$ cat config.mk
export PLATFORM = sky130hd
export DESIGN_NAME = spc_square
export DESIGN_NICKNAME = d
export VERILOG_FILES = /design/src/spc_pkg.sv /design/src/spc_square.sv
export SDC_FILE = /design/constraint.sdc
export NUM_CORES = 2
export LEC_CHECK = 0
export ABC_AREA = 1
export BUFFER_PORTS_ARGS = -buffer_cell sky130_fd_sc_hd__buf_2
export CAP_MARGIN = 10
export CORE_MARGIN = 4
export CORE_UTILIZATION = 45
export CTS_CLUSTER_SIZE = 25
export DETAILED_ROUTE_END_ITERATION = 8
export GPL_TIMING_DRIVEN = 0
export PLACE_DENSITY = 0.6
export SYNTH_ARGS = -nofsm -noshare
export SYNTH_HDL_FRONTEND = slang
export SYNTH_SLANG_ARGS = --single-unit
$ cat constraint.sdc
create_clock -name clk -period 2.85 [get_ports clk]
set_input_delay 0.4275 -clock clk [delete_from_list [all_inputs] [get_ports clk]]
set_output_delay 0.4275 -clock clk [all_outputs]
set_load 0.1 [all_outputs]
$ cat src/spc_pkg.sv
// shared types and constants for the 2d shape pair contact block
package spc_pkg;

    localparam logic [2:0] KIND_POINT_CIRCLE  = 3'd0;
    localparam logic [2:0] KIND_CIRCLE_CIRCLE = 3'd1;
    localparam logic [2:0] KIND_POINT_BOX     = 3'd2;
    localparam logic [2:0] KIND_BOX_BOX       = 3'd3;
    localparam logic [2:0] KIND_CIRCLE_BOX    = 3'd4;

    localparam int DW  = 36;
    localparam int UW  = 35;
    localparam int RW  = 36;
    localparam int SW  = 2 * RW + 1;
    localparam int QW  = 15;
    localparam int DV  = RW + QW - 1;
    localparam int HB  = 18;

    localparam logic signed [15:0] NORM_POS = 16'sd16384;
    localparam logic signed [15:0] NORM_NEG = -16'sd16384;

    typedef struct packed {
        logic [2:0]         kind;
        logic signed [31:0] a_x;
        logic signed [31:0] a_y;
        logic [30:0]        a_extent_x;
        logic [30:0]        a_extent_y;
        logic signed [31:0] b_x;
        logic signed [31:0] b_y;
        logic [30:0]        b_extent_x;
        logic [30:0]        b_extent_y;
    } pair_t;

    typedef struct packed {
        logic               hit;
        logic signed [15:0] normal_x;
        logic signed [15:0] normal_y;
        logic [31:0]        depth;
    } contact_t;

    typedef struct packed {
        logic          is_round;
        contact_t      box;
        logic [32:0]   reach;
        logic          sx;
        logic          sy;
        logic [UW-1:0] ux;
        logic [UW-1:0] uy;
    } tag_t;

endpackage

$ cat src/spc_square.sv
// squared length in three stages of split products
module spc_square import spc_pkg::*; (
    input  logic          clk,
    input  logic          rst_n,
    input  logic          en,
    input  logic          in_valid,
    input  tag_t          in_tag,
    output logic          out_valid,
    output tag_t          out_tag,
    output logic [SW-1:0] out_sum
);
    localparam int XHW = UW - HB;
    localparam int HHW = 2 * XHW;
    localparam int HLW = XHW + HB;
    localparam int LLW = 2 * HB;

    logic [XHW-1:0]       xh, yh;
    logic [HB-1:0]        xl, yl;
    logic                 v4_reg, v5_reg, v6_reg;
    tag_t                 tag4_reg, tag5_reg, tag6_reg;
    logic [HHW-1:0]       xhh_reg, yhh_reg;
    logic [HLW-1:0]       xhl_reg, yhl_reg;
    logic [LLW-1:0]       xll_reg, yll_reg;
    logic [SW-1:0]        xsq_reg, ysq_reg, sum_reg;

    assign xh = in_tag.ux[UW-1:HB];
    assign xl = in_tag.ux[HB-1:0];
    assign yh = in_tag.uy[UW-1:HB];
    assign yl = in_tag.uy[HB-1:0];

    always_ff @(posedge clk or negedge rst_n)
    begin
        if (!rst_n)
        begin
            v4_reg <= 1'b0;
            v5_reg <= 1'b0;
            v6_reg <= 1'b0;
        end
        else if (en)
        begin
            v4_reg <= in_valid;
            v5_reg <= v4_reg;
            v6_reg <= v5_reg;
        end
    end

    always_ff @(posedge clk)
    begin
        if (en)
        begin
            tag4_reg <= in_tag;
            xhh_reg  <= HHW'(xh) * HHW'(xh);
            xhl_reg  <= HLW'(xh) * HLW'(xl);
            xll_reg  <= LLW'(xl) * LLW'(xl);
            yhh_reg  <= HHW'(yh) * HHW'(yh);
            yhl_reg  <= HLW'(yh) * HLW'(yl);
            yll_reg  <= LLW'(yl) * LLW'(yl);
            tag5_reg <= tag4_reg;
            xsq_reg  <= (SW'(xhh_reg) << (2 * HB)) + (SW'(xhl_reg) << (HB + 1)) + SW'(xll_reg);
            ysq_reg  <= (SW'(yhh_reg) << (2 * HB)) + (SW'(yhl_reg) << (HB + 1)) + SW'(yll_reg);
            tag6_reg <= tag5_reg;
            sum_reg  <= xsq_reg + ysq_reg;
        end
    end

    assign out_valid = v6_reg;
    assign out_tag   = tag6_reg;
    assign out_sum   = sum_reg;
endmodule

---- Yosys cells after proc, flatten, opt, wreduce, memory -nomap -nowiden ----
Index checks and enable logic that the tools add are counted.
W data, S select, Z words.
word-level totals
  bits in registers ....................... 945
  latch bits .............................. 0
  bits in writable memories ............... 0
  memory bits (read-only) ................. 0
  input bits .............................. 175
  logic and storage cells ................. 53
  memories ................................ 0
operators by class
  add/sub/neg operators ................... 5
  $mul .................................... 6
  divide/modulo/power cells ............... 0
  magnitude comparators ................... 0
  equal/unequal tests ..................... 0
  shifts and indexed selects .............. 0
  multiplexer cells ....................... 0
  bitwise operators ....................... 0
  reduce and logical (&&, ||, !) cells .... 0
operator list
  kind              number
  $add A71 B36 Y72  2
  $add A70 B54 Y71  2
  $add A73 B73 Y73  1
  $mul A18 B18 Y36  2
  $mul A17 B18 Y35  2
  $mul A17 B17 Y34  2

---- Depth between registers and ports, before layout ----
  depth after elaboration ................. 2
  gate-level depth with buffers ........... 28
  gate-level depth less buffers ........... 26

---- Worst setup path after synthesis ----
No wires, ideal clock.
  path kind ............................... input to register
  start point ............................. input in_tag[26] (netlist name)
  end point ............................... register yhh_reg[33] (data pin)
  arrival time ............................ 5.421 ns
  path slack .............................. -2.823 ns
  stages .................................. 22
  path buffers ............................ 2
  cell sequence ........................... clkbuf_1 -> clkbuf_1 -> nand2_1 -> fa_1 -> inv_1 -> fa_1 -> inv_1 -> fa_1 -> inv_1 -> fa_1 -> fa_1 -> inv_1 -> fa_1 -> inv_1 -> ha_1 -> nand2_1 -> nor2_1 -> nand2_1 -> o21ai_0 -> nand3_1 -> nand3b_1 -> nand2_1
between the ends
  word-level cells in the longest chain between the ends .. 1
ends and longest elaborated chain
  what                  RTL line          source
  from (decl)           spc_square.sv:7   input tag_t in_tag,
  $mul A17 B17 Y34      spc_square.sv:55  yhh_reg <= HHW'(yh) * HHW'(yh);
  to (signal assigned)  spc_square.sv:55
  to (decl)             spc_square.sv:21  logic [HHW-1:0] xhh_reg, yhh_reg;
Every way passes these cells.
A chain may end at the register's enable or synchronous reset.

---- Worst setup path in the final report ----
  start point ............................. input in_tag[4] (netlist name)
  end point ............................... register yhl_reg[32] (data pin)
between the ends
  word-level cells in the longest chain between the ends .. 1
ends and longest elaborated chain
  what                  RTL line          source
  $mul A17 B18 Y35      spc_square.sv:56  yhl_reg <= HLW'(yh) * HLW'(yl);
  to (signal assigned)  spc_square.sv:56
  to (decl)             spc_square.sv:22  logic [HLW-1:0] xhl_reg, yhl_reg;
Every way passes these cells.

==> impl_results.md <==
- CTS Buffer Depth: 3
- HPWL after detailed placement: 249000 um
- Root Driver: clkbuf_16
- Setup-failing EPs final: 181
- Period minus WS final: 5.15 ns
- Port Buffers: 418
- CP Data Required Time: 3.33 ns
- Clock transition time at the flip-flop clock pins of the worst setup and hold paths: 0.06 ns
- Clock buffer count from CTS: 103
- Status: complete, but fails checks
- Pre-CTS WS: -3.51 ns
- Slew Limit Fails: 0
- Via/cell ratio: 5.07
- Critical path class: in2reg
- Max cap viols: 0
- Net Count, Synth: 13200
- Hold Path Cell Cnt: 2
- CTS tree: done
- DR iter-0 viols: 6086
- Top Family by Delay on Critical Path: adder cells
- Max incr delay on CP: 0.59 ns
- Synthesized cell area: 97000 um2
- CP dominant cell by count: fa_1
- Async set-or-reset flop fraction in the synthesized netlist: 0.323%
- Die extent in y: 472 um
- Worst skew pair latency: roughly 0.8 ns
- DR vias: 76700
- Post-DRT Antenna Nets: 0
- R2r setup slk: 0.07 ns
- Rows: 170
- Synth cell types: 48
- Worst-margin pin slew: 0.723 ns
- Main flop type after synthesis: edfxtp_1
- Die Width: 472 um
- Post-DP Area: 109000 um2
- RSZ-0062 raised after global routing: true
- CP Capture Type: register
- Hold Path End: tag4_reg[26]
- Crit share post-route: 181%
- Critical Path Source: in_tag[4]
- Worst-case clock skew: approximately 0.065 ns
- Die ar.: 223000 um2
- DR DRC count: 0
- Violated checks: negative setup slack
- Reg-to-reg endpoint: xsq_reg[59]
- Initial antenna violation count: 5
- Clk sinks: 928
- Io pins: 420
- Mapped Cells: 10900
- Total routed wirelength: ~320000 um
- Share of cells above drive strength 1: 24.6%
- Overflow after GRT: 0
- Critical path buffer and inverter count: 8
- Gpl congestion: a little under 1
- CP max-delay cell: fa_2
- CP Launch Type: primary input
- Final Hold Vio Count: 0
- Final #Nets: 14500
- Largest net degree at the start of global routing: 141
- Final instance area: 127000 um2
- Crit Path Max Fanout: 6
- Hold WC Path Type: in2reg
- First-pass GRT wire length: 471000 um
- First-pass iteration count of the detailed router: 7
- Cell Chain, Critical Path: buf_12, clkbuf_16, buf_12, clkbuf_16, nand2_4, inv_2, fa_1, fa_1, fa_2, fa_1, fa_1, inv_2, fa_2, inv_2, ha_4, nand2_8, nor2_4, inv_1, nor3_1, nand2_1, nand3_1, nand2_2
- Initial Utilization: roughly 45%
- Worst Min Path Start: en
- Total GRT Usage: between 20 and 30%
- Slew HR: between 50% and 60%
- Post-synth EDFFs: approximately 900
- Syn_area_per_cell: approximately 8.9 um2
- Arrival time worst endpoint: approximately 5.6 ns
- Vias in the first global route: 78800
- Yosys reg bits: about 930
- H-Tree Depth: 3
- Register area share after synthesis: between 20 and 30%
- Final worst slack: -2.30 ns
- Worst r2r src: xhh_reg[8]
- Area of the core: 214000 um2
- R2r worst-path depth: 9
- Fmax: between 150 and 200 MHz
- Area grow syn2layout: 30.7%
- Synth Warn #: 0
- DR WL/cell: 21.1 um
[Yosys cell counts (all sizes together) (9+ instances only)]
cell,count,share of area (%)
nand2,2594,10
nand4,66,0.43
o21bai,49,0.38
edfxtp,925,29
nor4,16,0.10
a21boi,9,0.077
inv,2923,11
o21a,20,0.15
ha,801,10
fa,1295,27
a21oi,425,2.2
nand3b,11,0.085
nor2,528,2.1
nor3,88,0.45
or2,11,0.071
o21ai,244,1.3
xor2,206,1.9
xnor2,81,0.73
clkbuf,271,1.0
a21o,35,0.27
buf,13,0.054
nand3,255,1.3
[metal layers]
metal,vias up,part of all wire [%],GRT usage [%]
met2,2603,46,45.2
met5,-,0.0034,0
li1,35500,-,-
met1,38200,43,39.1
met3,462,7.8,4.41
met4,2,3.0,7.39
[layout make-up]
cell class                      count  area, um2
Timing Repair Buffer             1224      10600
Inverter                         2923      11000
Clock buffer                      121       2650
Clock inverter                     73        798
Fill cell                       18300      87600
Tap cell                         2838       3550
Sequential cell                   928      27900
Antenna cell                        4       10.0
Multi-Input combinational cell   6760      64800
Buffer                            263       5540
[per-stage QoR]
stage                     cells  util, %  TNS [ns]  hold slack (ns)
final                     15100     59.1   -329.20            0.136
after global routing      15100     59.1   -344.90           0.0935
after CTS                 14800     55.9   -312.89          0.00693
after detailed placement  14200     50.9   -534.51            0.225
after global placement    14200     50.7         -            0.222
after floorplan           10900        -   -345.77            0.132
[worst register-to-register path: stages (launching register included)]
cell and delay (ns):
edfxtp_1 0.47, ha_1 0.50, nand2_2 0.12, nor2_1 0.27, inv_1 0.11, nor3_1 0.42
nand3_1 0.13, nand3_1 0.14, nor2_1 0.06, nor2_1 0.35
[what timing repair did]
item,4_1_cts,5_1_grt
pin swaps,285,728
buffers inserted,257,348
setup endpoints to repair,181,188
hold buffers,174,1
resized for setup,631,1176
gates cloned,1,19
hold endpoints to repair,203,1
[kinds of logic (layout without fill, tap and decap cells)]
group	count (synthesis)	after routing	synth area share [%]
other cells	1	5	0.00387
simple gates	3574	3574	14.7
buf+inv	3207	4604	12.4
flops	928	928	28.7
xor+xnor	287	287	2.59
mux	1	1	0.0116
compound gates	801	801	4.52
fa+ha+maj	2096	2096	37.1
[how the worst max path moves through the flow]
| stage | end | slack (ns) | cells past startpoint |
|---|---|---|---|
| after detailed placement | yhl_reg[32] | -3.51 | 22 |
| after CTS | xhl_reg[27] | -2.21 | 21 |
| after global routing | yll_reg[32] | -2.36 | 21 |
| after global placement | out_valid | -14.12 | 2 |
| final | yhl_reg[32] | -2.30 | 22 |
| after floorplan | yll_reg[32] | -2.34 | 23 |
[cells in the final DEF (no fill, tap or decap), drive strengths merged, types with 4 or more instances in the layout]
| cell | netlist | final |
|---|---|---|
| nand4 | 66 | 66 |
| xnor2 | 81 | 81 |
| o211ai | 6 | 6 |
| xor2 | 206 | 206 |
| nor3 | 88 | 88 |
| or2 | 11 | 11 |
| nand3b | 11 | 11 |
| dlygate4sd3 | 0 | 174 |
| nand3 | 255 | 255 |
| a31oi | 7 | 7 |
| clkbuf | 271 | 332 |
| a21o | 35 | 35 |
| fa | 1295 | 1295 |
| clkinv | 0 | 51 |
| inv | 2923 | 2931 |
| clkinvlp | 0 | 5 |
| o21a | 20 | 20 |
| a21boi | 9 | 9 |
| nand2 | 2594 | 2594 |
| buf | 13 | 1102 |
| o21ai | 244 | 244 |
| nor4 | 16 | 16 |
| diode | 0 | 4 |
| edfxtp | 925 | 925 |
| nor2 | 528 | 528 |
| o21bai | 49 | 49 |
| bufinv | 0 | 9 |
| ha | 801 | 801 |
| a21oi | 425 | 425 |
Power is not shown: default switching activity piles up to over one toggle a cycle in this logic, so the estimate is an artifact.
