### src/spc_pkg.sv
// shared types and constants for the 2d shape pair contact block
package spc_pkg;

    localparam logic [2:0] KIND_POINT_CIRCLE  = 3'd0;
    localparam logic [2:0] KIND_CIRCLE_CIRCLE = 3'd1;
    localparam logic [2:0] KIND_POINT_BOX     = 3'd2;
    localparam logic [2:0] KIND_BOX_BOX       = 3'd3;
    localparam logic [2:0] KIND_CIRCLE_BOX    = 3'd4;

    localparam int DW  = 36;
    localparam int UW  = 35;
    localparam int RW  = 36;
    localparam int SW  = 2 * RW + 1;
    localparam int QW  = 15;
    localparam int DV  = RW + QW - 1;
    localparam int HB  = 18;

    localparam logic signed [15:0] NORM_POS = 16'sd16384;
    localparam logic signed [15:0] NORM_NEG = -16'sd16384;

    typedef struct packed {
        logic [2:0]         kind;
        logic signed [31:0] a_x;
        logic signed [31:0] a_y;
        logic [30:0]        a_extent_x;
        logic [30:0]        a_extent_y;
        logic signed [31:0] b_x;
        logic signed [31:0] b_y;
        logic [30:0]        b_extent_x;
        logic [30:0]        b_extent_y;
    } pair_t;

    typedef struct packed {
        logic               hit;
        logic signed [15:0] normal_x;
        logic signed [15:0] normal_y;
        logic [31:0]        depth;
    } contact_t;

    typedef struct packed {
        logic          is_round;
        contact_t      box;
        logic [32:0]   reach;
        logic          sx;
        logic          sy;
        logic [UW-1:0] ux;
        logic [UW-1:0] uy;
    } tag_t;

endpackage

### src/spc_front.sv
// front stages: bounds, clamp, operand select, box contact
module spc_front import spc_pkg::*; (
    input  logic  clk,
    input  logic  rst_n,
    input  logic  en,
    input  logic  in_valid,
    input  pair_t in_item,
    output logic  out_valid,
    output tag_t  out_tag
);
    logic signed [DW-1:0] bx_in, by_in, bw_in, bh_in;
    logic                 v1_reg;
    logic [2:0]           kind1_reg;
    logic signed [DW-1:0] ax1_reg, ay1_reg, aw1_reg, ah1_reg, bx1_reg, by1_reg, bw1_reg;
    logic signed [DW-1:0] lox_reg, hix_reg, loy_reg, hiy_reg;

    assign bx_in = DW'(in_item.b_x);
    assign by_in = DW'(in_item.b_y);
    assign bw_in = DW'(in_item.b_extent_x);
    assign bh_in = DW'(in_item.b_extent_y);

    always_ff @(posedge clk or negedge rst_n)
    begin
        if (!rst_n)
            v1_reg <= 1'b0;
        else if (en)
            v1_reg <= in_valid;
    end

    always_ff @(posedge clk)
    begin
        if (en)
        begin
            kind1_reg <= in_item.kind;
            ax1_reg   <= DW'(in_item.a_x);
            ay1_reg   <= DW'(in_item.a_y);
            aw1_reg   <= DW'(in_item.a_extent_x);
            ah1_reg   <= DW'(in_item.a_extent_y);
            bx1_reg   <= bx_in;
            by1_reg   <= by_in;
            bw1_reg   <= bw_in;
            lox_reg   <= bx_in - bw_in;
            hix_reg   <= bx_in + bw_in;
            loy_reg   <= by_in - bh_in;
            hiy_reg   <= by_in + bh_in;
        end
    end

    // clamp and operand select
    logic signed [DW-1:0] cx, cy, ex, ey;
    logic                 in_box;
    logic                 isr_next, isb_next;
    logic signed [DW-1:0] dx_next, dy_next;
    logic [32:0]          reach_next;
    logic signed [DW-1:0] l_next, r_next, b_next, t_next;

    always_comb
    begin
        cx = (ax1_reg < lox_reg) ? lox_reg : ((ax1_reg > hix_reg) ? hix_reg : ax1_reg);
        cy = (ay1_reg < loy_reg) ? loy_reg : ((ay1_reg > hiy_reg) ? hiy_reg : ay1_reg);
        in_box     = (cx == ax1_reg) && (cy == ay1_reg);
        isr_next   = 1'b0;
        isb_next   = 1'b0;
        dx_next    = cx - ax1_reg;
        dy_next    = cy - ay1_reg;
        reach_next = 33'(aw1_reg);
        ex         = '0;
        ey         = '0;
        unique case (kind1_reg)
            KIND_POINT_CIRCLE:
            begin
                isr_next   = 1'b1;
                dx_next    = ax1_reg - bx1_reg;
                dy_next    = ay1_reg - by1_reg;
                reach_next = 33'(bw1_reg);
            end
            KIND_CIRCLE_CIRCLE:
            begin
                isr_next   = 1'b1;
                dx_next    = bx1_reg - ax1_reg;
                dy_next    = by1_reg - ay1_reg;
                reach_next = 33'(aw1_reg + bw1_reg);
            end
            KIND_POINT_BOX:
            begin
                isb_next = 1'b1;
            end
            KIND_BOX_BOX:
            begin
                isb_next = 1'b1;
                ex       = aw1_reg;
                ey       = ah1_reg;
            end
            KIND_CIRCLE_BOX:
            begin
                isr_next = !in_box;
                isb_next = in_box;
                ex       = aw1_reg;
                ey       = aw1_reg;
            end
            default:
            begin
                isr_next = 1'b0;
            end
        endcase
        l_next = (ax1_reg + ex) - lox_reg;
        r_next = hix_reg - (ax1_reg - ex);
        b_next = (ay1_reg + ey) - loy_reg;
        t_next = hiy_reg - (ay1_reg - ey);
    end

    logic                 v2_reg, isr2_reg, isb2_reg;
    logic signed [DW-1:0] dx2_reg, dy2_reg, l2_reg, r2_reg, b2_reg, t2_reg;
    logic [32:0]          reach2_reg;

    always_ff @(posedge clk or negedge rst_n)
    begin
        if (!rst_n)
            v2_reg <= 1'b0;
        else if (en)
            v2_reg <= v1_reg;
    end

    always_ff @(posedge clk)
    begin
        if (en)
        begin
            isr2_reg   <= isr_next;
            isb2_reg   <= isb_next;
            dx2_reg    <= dx_next;
            dy2_reg    <= dy_next;
            reach2_reg <= reach_next;
            l2_reg     <= l_next;
            r2_reg     <= r_next;
            b2_reg     <= b_next;
            t2_reg     <= t_next;
        end
    end

    // magnitudes and box contact
    logic signed [DW-1:0] adx, ady, lr_min, bt_min, m;
    logic                 box_hit;
    tag_t                 tag_next;

    always_comb
    begin
        adx    = (dx2_reg < 0) ? -dx2_reg : dx2_reg;
        ady    = (dy2_reg < 0) ? -dy2_reg : dy2_reg;
        lr_min = (r2_reg < l2_reg) ? r2_reg : l2_reg;
        bt_min = (t2_reg < b2_reg) ? t2_reg : b2_reg;
        m      = (bt_min < lr_min) ? bt_min : lr_min;
        box_hit = isb2_reg && !(l2_reg < 0 || r2_reg < 0 || b2_reg < 0 || t2_reg < 0);
        tag_next.is_round = isr2_reg;
        tag_next.reach    = reach2_reg;
        tag_next.sx       = dx2_reg < 0;
        tag_next.sy       = dy2_reg < 0;
        tag_next.ux       = adx[UW-1:0];
        tag_next.uy       = ady[UW-1:0];
        tag_next.box      = '0;
        if (box_hit)
        begin
            tag_next.box.hit   = 1'b1;
            tag_next.box.depth = (|m[DW-1:32]) ? 32'hFFFF_FFFF : m[31:0];
            priority if (m == t2_reg)
                tag_next.box.normal_y = NORM_POS;
            else if (m == b2_reg)
                tag_next.box.normal_y = NORM_NEG;
            else if (m == r2_reg)
                tag_next.box.normal_x = NORM_POS;
            else
                tag_next.box.normal_x = NORM_NEG;
        end
    end

    logic v3_reg;
    tag_t tag3_reg;

    always_ff @(posedge clk or negedge rst_n)
    begin
        if (!rst_n)
            v3_reg <= 1'b0;
        else if (en)
            v3_reg <= v2_reg;
    end

    always_ff @(posedge clk)
    begin
        if (en)
            tag3_reg <= tag_next;
    end

    assign out_valid = v3_reg;
    assign out_tag   = tag3_reg;
endmodule

### config.mk
export PLATFORM = sky130hd
export DESIGN_NAME = spc_front
export DESIGN_NICKNAME = d
export VERILOG_FILES = /design/src/spc_pkg.sv /design/src/spc_front.sv
export SDC_FILE = /design/constraint.sdc
export NUM_CORES = 2
export LEC_CHECK = 0
export ABC_AREA = 1
export BUFFER_PORTS_ARGS = -buffer_cell sky130_fd_sc_hd__buf_2
export CORE_MARGIN = 10
export CORE_UTILIZATION = 57
export CTS_CLUSTER_SIZE = 10
export DETAILED_ROUTE_END_ITERATION = 6
export PLACE_DENSITY = 0.88
export REMOVE_ABC_BUFFERS = 1
export SYNTH_ARGS = -nofsm -noshare
export SYNTH_HDL_FRONTEND = slang
export SYNTH_SLANG_ARGS = --single-unit
### constraint.sdc
create_clock -name clk -period 6.5 [get_ports clk]
set_input_delay 0 -clock clk [delete_from_list [all_inputs] [get_ports clk]]
set_output_delay 0 -clock clk [all_outputs]
set_load 0.01 [all_outputs]
# After elaboration in Yosys (flattened, before gate mapping)
# Index checks and enable logic that the tools add are counted.
[op_classes]
reduce_logical = 14
addsub = 21
eq_ne = 9
n_lt_le_gt_ge = 13
muxes = 23
bitwise_logic = 1
[op_table]
columns = ["op", "count"]
rows = [
  ["32-bit by 32-bit subtractor with 33-bit output", 8],
  ["36-bit 2-to-1 mux", 7],
  ["36-bit by 1-bit less-than comparator with 1-bit output (second input constant)", 6],
  ["36-bit one-hot mux with 2 select lines", 2],
  ["36-bit subtractor", 4],
  ["32-bit by 32-bit adder with 33-bit output", 4],
  ["36-bit == test", 3],
  ["36-bit less-than comparator", 3],
  ["16-bit 2-to-1 mux", 5],
  ["36-bit by 32-bit == test with 1-bit output", 2],
  ["32-bit by 36-bit greater-than comparator with 1-bit output", 2],
  ["32-bit by 36-bit less-than comparator with 1-bit output", 2],
  ["36-bit by 32-bit subtractor with 36-bit output", 2],
  ["35-bit 2-to-1 mux", 2],
  ["35-bit negator", 2],
  ["65-bit 2-to-1 mux", 1],
  ["32-bit one-hot mux with 2 select lines", 1],
  ["31-bit one-hot mux with 2 select lines", 1],
  ["31-bit by 31-bit adder with 32-bit output", 1],
  ["32-bit 2-to-1 mux", 1],
  ["31-bit 2-to-1 mux", 1],
  ["2-bit OR reduction", 4],
  ["3-bit by 2-bit == test with 1-bit output (second input constant)", 2],
  ["1-bit one-hot mux with 2 select lines", 2],
  ["other kinds (9)", 13],
]
[totals]
reg_bits = 793
elab_cells = 116
in_bits = 259

# Longest topological paths before layout
[depth]
depth_word = 9
ltp_mapped = 47

# Worst setup path before layout
# No wires, ideal clock.
[synth_timing]
path_type = "reg2reg"
start = "register ay1_reg[1]"
end = "register dy2_reg[33] (data pin)"
path_slack_ps = 410
setup_time_ps = 262
n_path_buf = 2
arrival_ps = 5828
synth_period_minus_slack_ps = 6090
stages_incl_launch_ff = 38
required_ps = 6238
path_cell_list = "edfxtp_1 -> ha_1 -> a21oi_1 -> o21ai_0 -> a21o_1 -> a21oi_1 -> o21a_1 -> o221a_2 -> o31ai_1 -> a21oi_1 -> o31ai_1 -> a21oi_1 -> a21oi_1 -> clkbuf_1 -> clkbuf_1 -> o21ai_0 -> ha_1 -> nand2_1 -> (+2 left out) -> o21ai_0 -> nand2_1 -> inv_1 -> o21ai_0 -> nand2_1 -> nand2_1 -> nand2_1 -> a21oi_1 -> o21ai_0 -> nand2_1 -> nand3_1 -> a21oi_1 -> o21ai_0 -> nand2_1 -> a21boi_0 -> nor3_1 -> o21ai_0 -> nand2_1"
[synth_via]
elab_chain_cells = 5
elab_cells_between_ends = 8
classes_between = "3 x add/sub; 2 x order compare; 3 x mux"
[synth_rtl]
columns = ["element", "line_no", "rtl"]
rows = [
  ["from (decl)", "spc_front.sv:14", "logic signed [DW-1:0] ax1_reg, ay1_reg, aw1_reg, ah1_reg, bx1_reg, by1_reg, bw1_reg;"],
  ["from (signal assigned)", "spc_front.sv:36", "ay1_reg <= DW'(in_item.a_y);"],
  ["32-bit by 36-bit greater-than comparator with 1-bit output", "spc_front.sv:60", "cy = (ay1_reg < loy_reg) ? loy_reg : ((ay1_reg > hiy_reg) ? hiy_reg : ay1_reg);"],
  ["36-bit 2-to-1 mux (2 in series)", "spc_front.sv:60", ""],
  ["36-bit by 32-bit subtractor with 36-bit output", "spc_front.sv:65", "dy_next = cy - ay1_reg;"],
  ["36-bit one-hot mux with 2 select lines *", "spc_front.sv:69", "unique case (kind1_reg)"],
  ["via dy_next[33]", "spc_front.sv:53", "logic signed [DW-1:0] dx_next, dy_next;"],
  ["to (signal assigned)", "spc_front.sv:131", "dy2_reg <= dy_next;"],
  ["to (decl)", "spc_front.sv:113", "logic signed [DW-1:0] dx2_reg, dy2_reg, l2_reg, r2_reg, b2_reg, t2_reg;"],
]
# Mark *: on every way through the listed nets, which the timed path passes. The rest lies on a longest branch.
# A chain may end at the register's enable or synchronous reset.

# Worst setup path in the final report
[layout_timing]
start = "register ax1_reg[6]"
end = "register dx2_reg[34] (data pin)"
[layout_via]
elab_chain_cells = 5
elab_cells_between_ends = 8
classes_between = "3 x add/sub; 2 x order compare; 3 x mux"
[layout_rtl]
columns = ["element", "line_no", "rtl"]
rows = [
  ["from (decl)", "spc_front.sv:14", ""],
  ["from (signal assigned)", "spc_front.sv:35", "ax1_reg <= DW'(in_item.a_x);"],
  ["32-bit by 36-bit greater-than comparator with 1-bit output", "spc_front.sv:59", "cx = (ax1_reg < lox_reg) ? lox_reg : ((ax1_reg > hix_reg) ? hix_reg : ax1_reg);"],
  ["36-bit 2-to-1 mux (2 in series)", "spc_front.sv:59", ""],
  ["36-bit by 32-bit subtractor with 36-bit output", "spc_front.sv:64", "dx_next = cx - ax1_reg;"],
  ["36-bit one-hot mux with 2 select lines *", "spc_front.sv:69", ""],
  ["via dx_next[34]", "spc_front.sv:53", ""],
  ["to (signal assigned)", "spc_front.sv:130", "dx2_reg <= dx_next;"],
  ["to (decl)", "spc_front.sv:113", ""],
]
# Marks and branches as above.

==> results.ini <==
[synth]
yosysMostFrequentCell=nand2_1
ys_ff_latch=749
synth.top_cell.area_share_pct=34.4
yosys_warnings=0
synth.distinct_cells=63
synth.avg_cell_area_um2=8.01
yosys-top-cells-area=edfxtp_1 34%, ha_1 16%, nand2_1 8.5%
synthesis.instances=8123
yosysTopAreaCell=edfxtp_1
synth-edff-count=746
yosysSeqAreaShare_pct=34.6
synth_area_um2=65000
synthArstFlopShare_pct=0.401
yosys-top-cells-count=1464 x nand2_1, 1371 x inv_1, 903 x a21oi_1
synth_ff_type=edfxtp_1

[power]
p_comb_share_pct=64.0
ir_drop_mv=0.416
pwr-share-seq_pct=22.2
p_sw_share_pct=48.3
leakage_nw=38.5
clkPwrFrac_pct=13.8
p_int_w=0.0188
powerDensity_nw_per_um2=460
p_switching_w=0.0176

[global_route]
grt_pass1_wl_um=380000
grt_max_degree=175
antenna_found_initial=22
first_global_vias=60200
gr-total-overflow=0
gr-usage-all-layers_pct=39.2

[floorplanning]
coreArea_um2=113000
die_area_um2=128000
die_width_um=358
die_h_um=358
start_util_pct=57.6
num_rows=123
num_io_pins=431

[critical_path]
cp_slowest_cell=edfxtp_1
worstPathRequired_ns=7.08
critical_path.max_stage_delay_ns=0.41
arrival_ns=6.99
cp_max_fo=8
start_kind=register
endpoint_kind=register
rr_worst_depth=38
critPathKind=register to register

[clock_tree]
clkLatencyLatePin_ns=0.72
clock-root-buffer=clkbuf_16
cts.clk_slew.worst_paths_ns=0.06
numCtsBuffers=92
clock_sinks=749
clk_path_buf_depth=3
cts_max_level=3
cts_tree=built

[sta]
fin_crit_sh_pct=98.6
fin_crit_ns=6.41
rsz0062_at_grt=yes
finalMaxSlewViolations=0
timing.fmax_mhz=156
timing.hold.ws_ns=0.0159
worst_pin_slew_ns=1.22
clock_skew_ns=0.0334
finalSetupViolations=0
fin_ws_ns=0.0898
hold_viol=0
maxSlewHeadroom_pct=18.3

[finish]
finalInstanceArea_um2=79000
instances_no_fill=10800
area_growth_pct=21.6
nNetsFinal=10400
largest_register_ffs=142
layout-drive-gt1-share_pct=13.8

[flow_run]
max_cap_viol_count=0

[place]
pre_cts_ws_ns=-0.332
place_hpwl_um=207000
dp_cells=10300
placed_area_um2=72200
place.gp.congestion=1.08
portBuffers=401

[routing]
antenna_left=0
vias=65200
via_per_inst=6.01
detail_route.iter0.violations=9424
finalWirelength_um=264000
drtPass1Iterations=7
wl_per_cell_um=24.4
drc=2

[hold_path]
hp-class=input port to register
min_path_cells=2

[status]
outcome=finished with violations
violations=DRC

[worst paths after layout]
kind	from	end	slack, ns
setup / recovery	ax1_reg[6]$_DFFE_PP_	dx2_reg[34]$_DFFE_PP_	0.09
hold / removal	in_item[171]	aw1_reg[14]$_DFFE_PP_	0.02
setup reg to reg	ax1_reg[6]$_DFFE_PP_	dx2_reg[34]$_DFFE_PP_	0.09
hold reg to reg	reach2_reg[9]$_DFFE_PP_	out_tag[81]$_DFFE_PP_	0.41
max in group asynchronous	rst_n	v1_reg$_DFFE_PN0P_	6.14
min in group asynchronous	rst_n	v2_reg$_DFFE_PN0P_	0.21
[power by group through the flow]
stage / registers (W) / clock network (W) / logic, W
floorplan: 0.00772 / 0 / 0.0120
global placement: 0.00806 / 0 / 0.0211
detailed placement: 0.00809 / 0 / 0.0216
CTS: 0.00801 / 0.00498 / 0.0219
global route: 0.00811 / 0.00517 / 0.0251
finish: 0.00807 / 0.00503 / 0.0233
[final cells by class]
| cell class | instances | area [um^2] |
|---|---|---|
| clock buffers | 114 | 2430 |
| fillers | 8864 | 33900 |
| flip-flops and latches | 749 | 22500 |
| well taps | 1500 | 1880 |
| repair buffers | 1258 | 9470 |
| multi-input cells | 5806 | 37300 |
| diodes | 12 | 30.0 |
| clock inverters | 25 | 305 |
| inverters | 1381 | 5190 |
[cells in the final DEF (no fill, tap or decap), drive strengths merged, types with 30 or more instances in the layout]
master	synthesis	layout
clkbuf	161	116
o22ai	41	41
a21oi	905	905
dlygate4sd3	0	308
nor2	511	511
nand2	1478	1478
nand3	270	270
nand4	39	39
edfxtp	746	746
nor3	80	80
xor2	442	442
o21a	30	30
o211ai	58	58
ha	842	842
buf	54	948
o31ai	33	33
a21boi	62	62
inv	1377	1378
o221ai	32	32
xnor2	102	102
o21ai	618	618
[critical path, delay by kind of cell (launching register included)]
kind,cells,cell delay [ns]
AO/OA/AOI/OAI,18,3.38
buffers and inverters,8,0.90
AND/OR/NAND/NOR,10,0.89
adder cells (fa/ha/maj),2,0.69
flip-flops,1,0.41
[layer usage]
metal / vias to the layer above / share of wire [%] / GRT usage, %
met3: 766 / 14 / 10.4
met5: - / 0.050 / 0
met4: 18 / 4.6 / 14.3
met2: 4528 / 41 / 57.3
met1: 30200 / 40 / 55.3
li1: 29600 / - / -
[per-stage QoR]
stage / power, W / TNS [ns] / utilization (%)
6_report: 0.0364 / 0 / 70.0
5_1_grt: 0.0384 / -1.55 / 70.0
4_1_cts: 0.0349 / 0 / 69.0
3_5_place_dp: 0.0297 / -2.75 / 63.9
3_3_place_gp: 0.0292 / -0.838 / 63.9
2_1_floorplan: 0.0197 / -60.04 / -
[what timing repair did]
action                                 CTS  global route
pin swaps                                0            56
gates resized for setup                 19           236
setup endpoints to repair               27           113
cloned                                   0             2
hold buffers                           308             0
buffers inserted                         0            38
endpoints found under the hold margin  395             0
[kinds of logic (layout without fill, tap and decap cells)]
family,Yosys count,count (layout),share of synthesized area [%]
multiplexers,3,3,0.0481
other,1,41,0.00577
buffers and inverters,1596,2778,9.48
AND/OR/NAND/NOR,2435,2435,15.3
adder cells (fa/ha/maj),861,861,16.8
XOR/XNOR,544,544,7.33
flip-flops,749,749,34.6
AO/OA/AOI/OAI,1934,1934,16.5
Power figures use the tool's default switching activity.
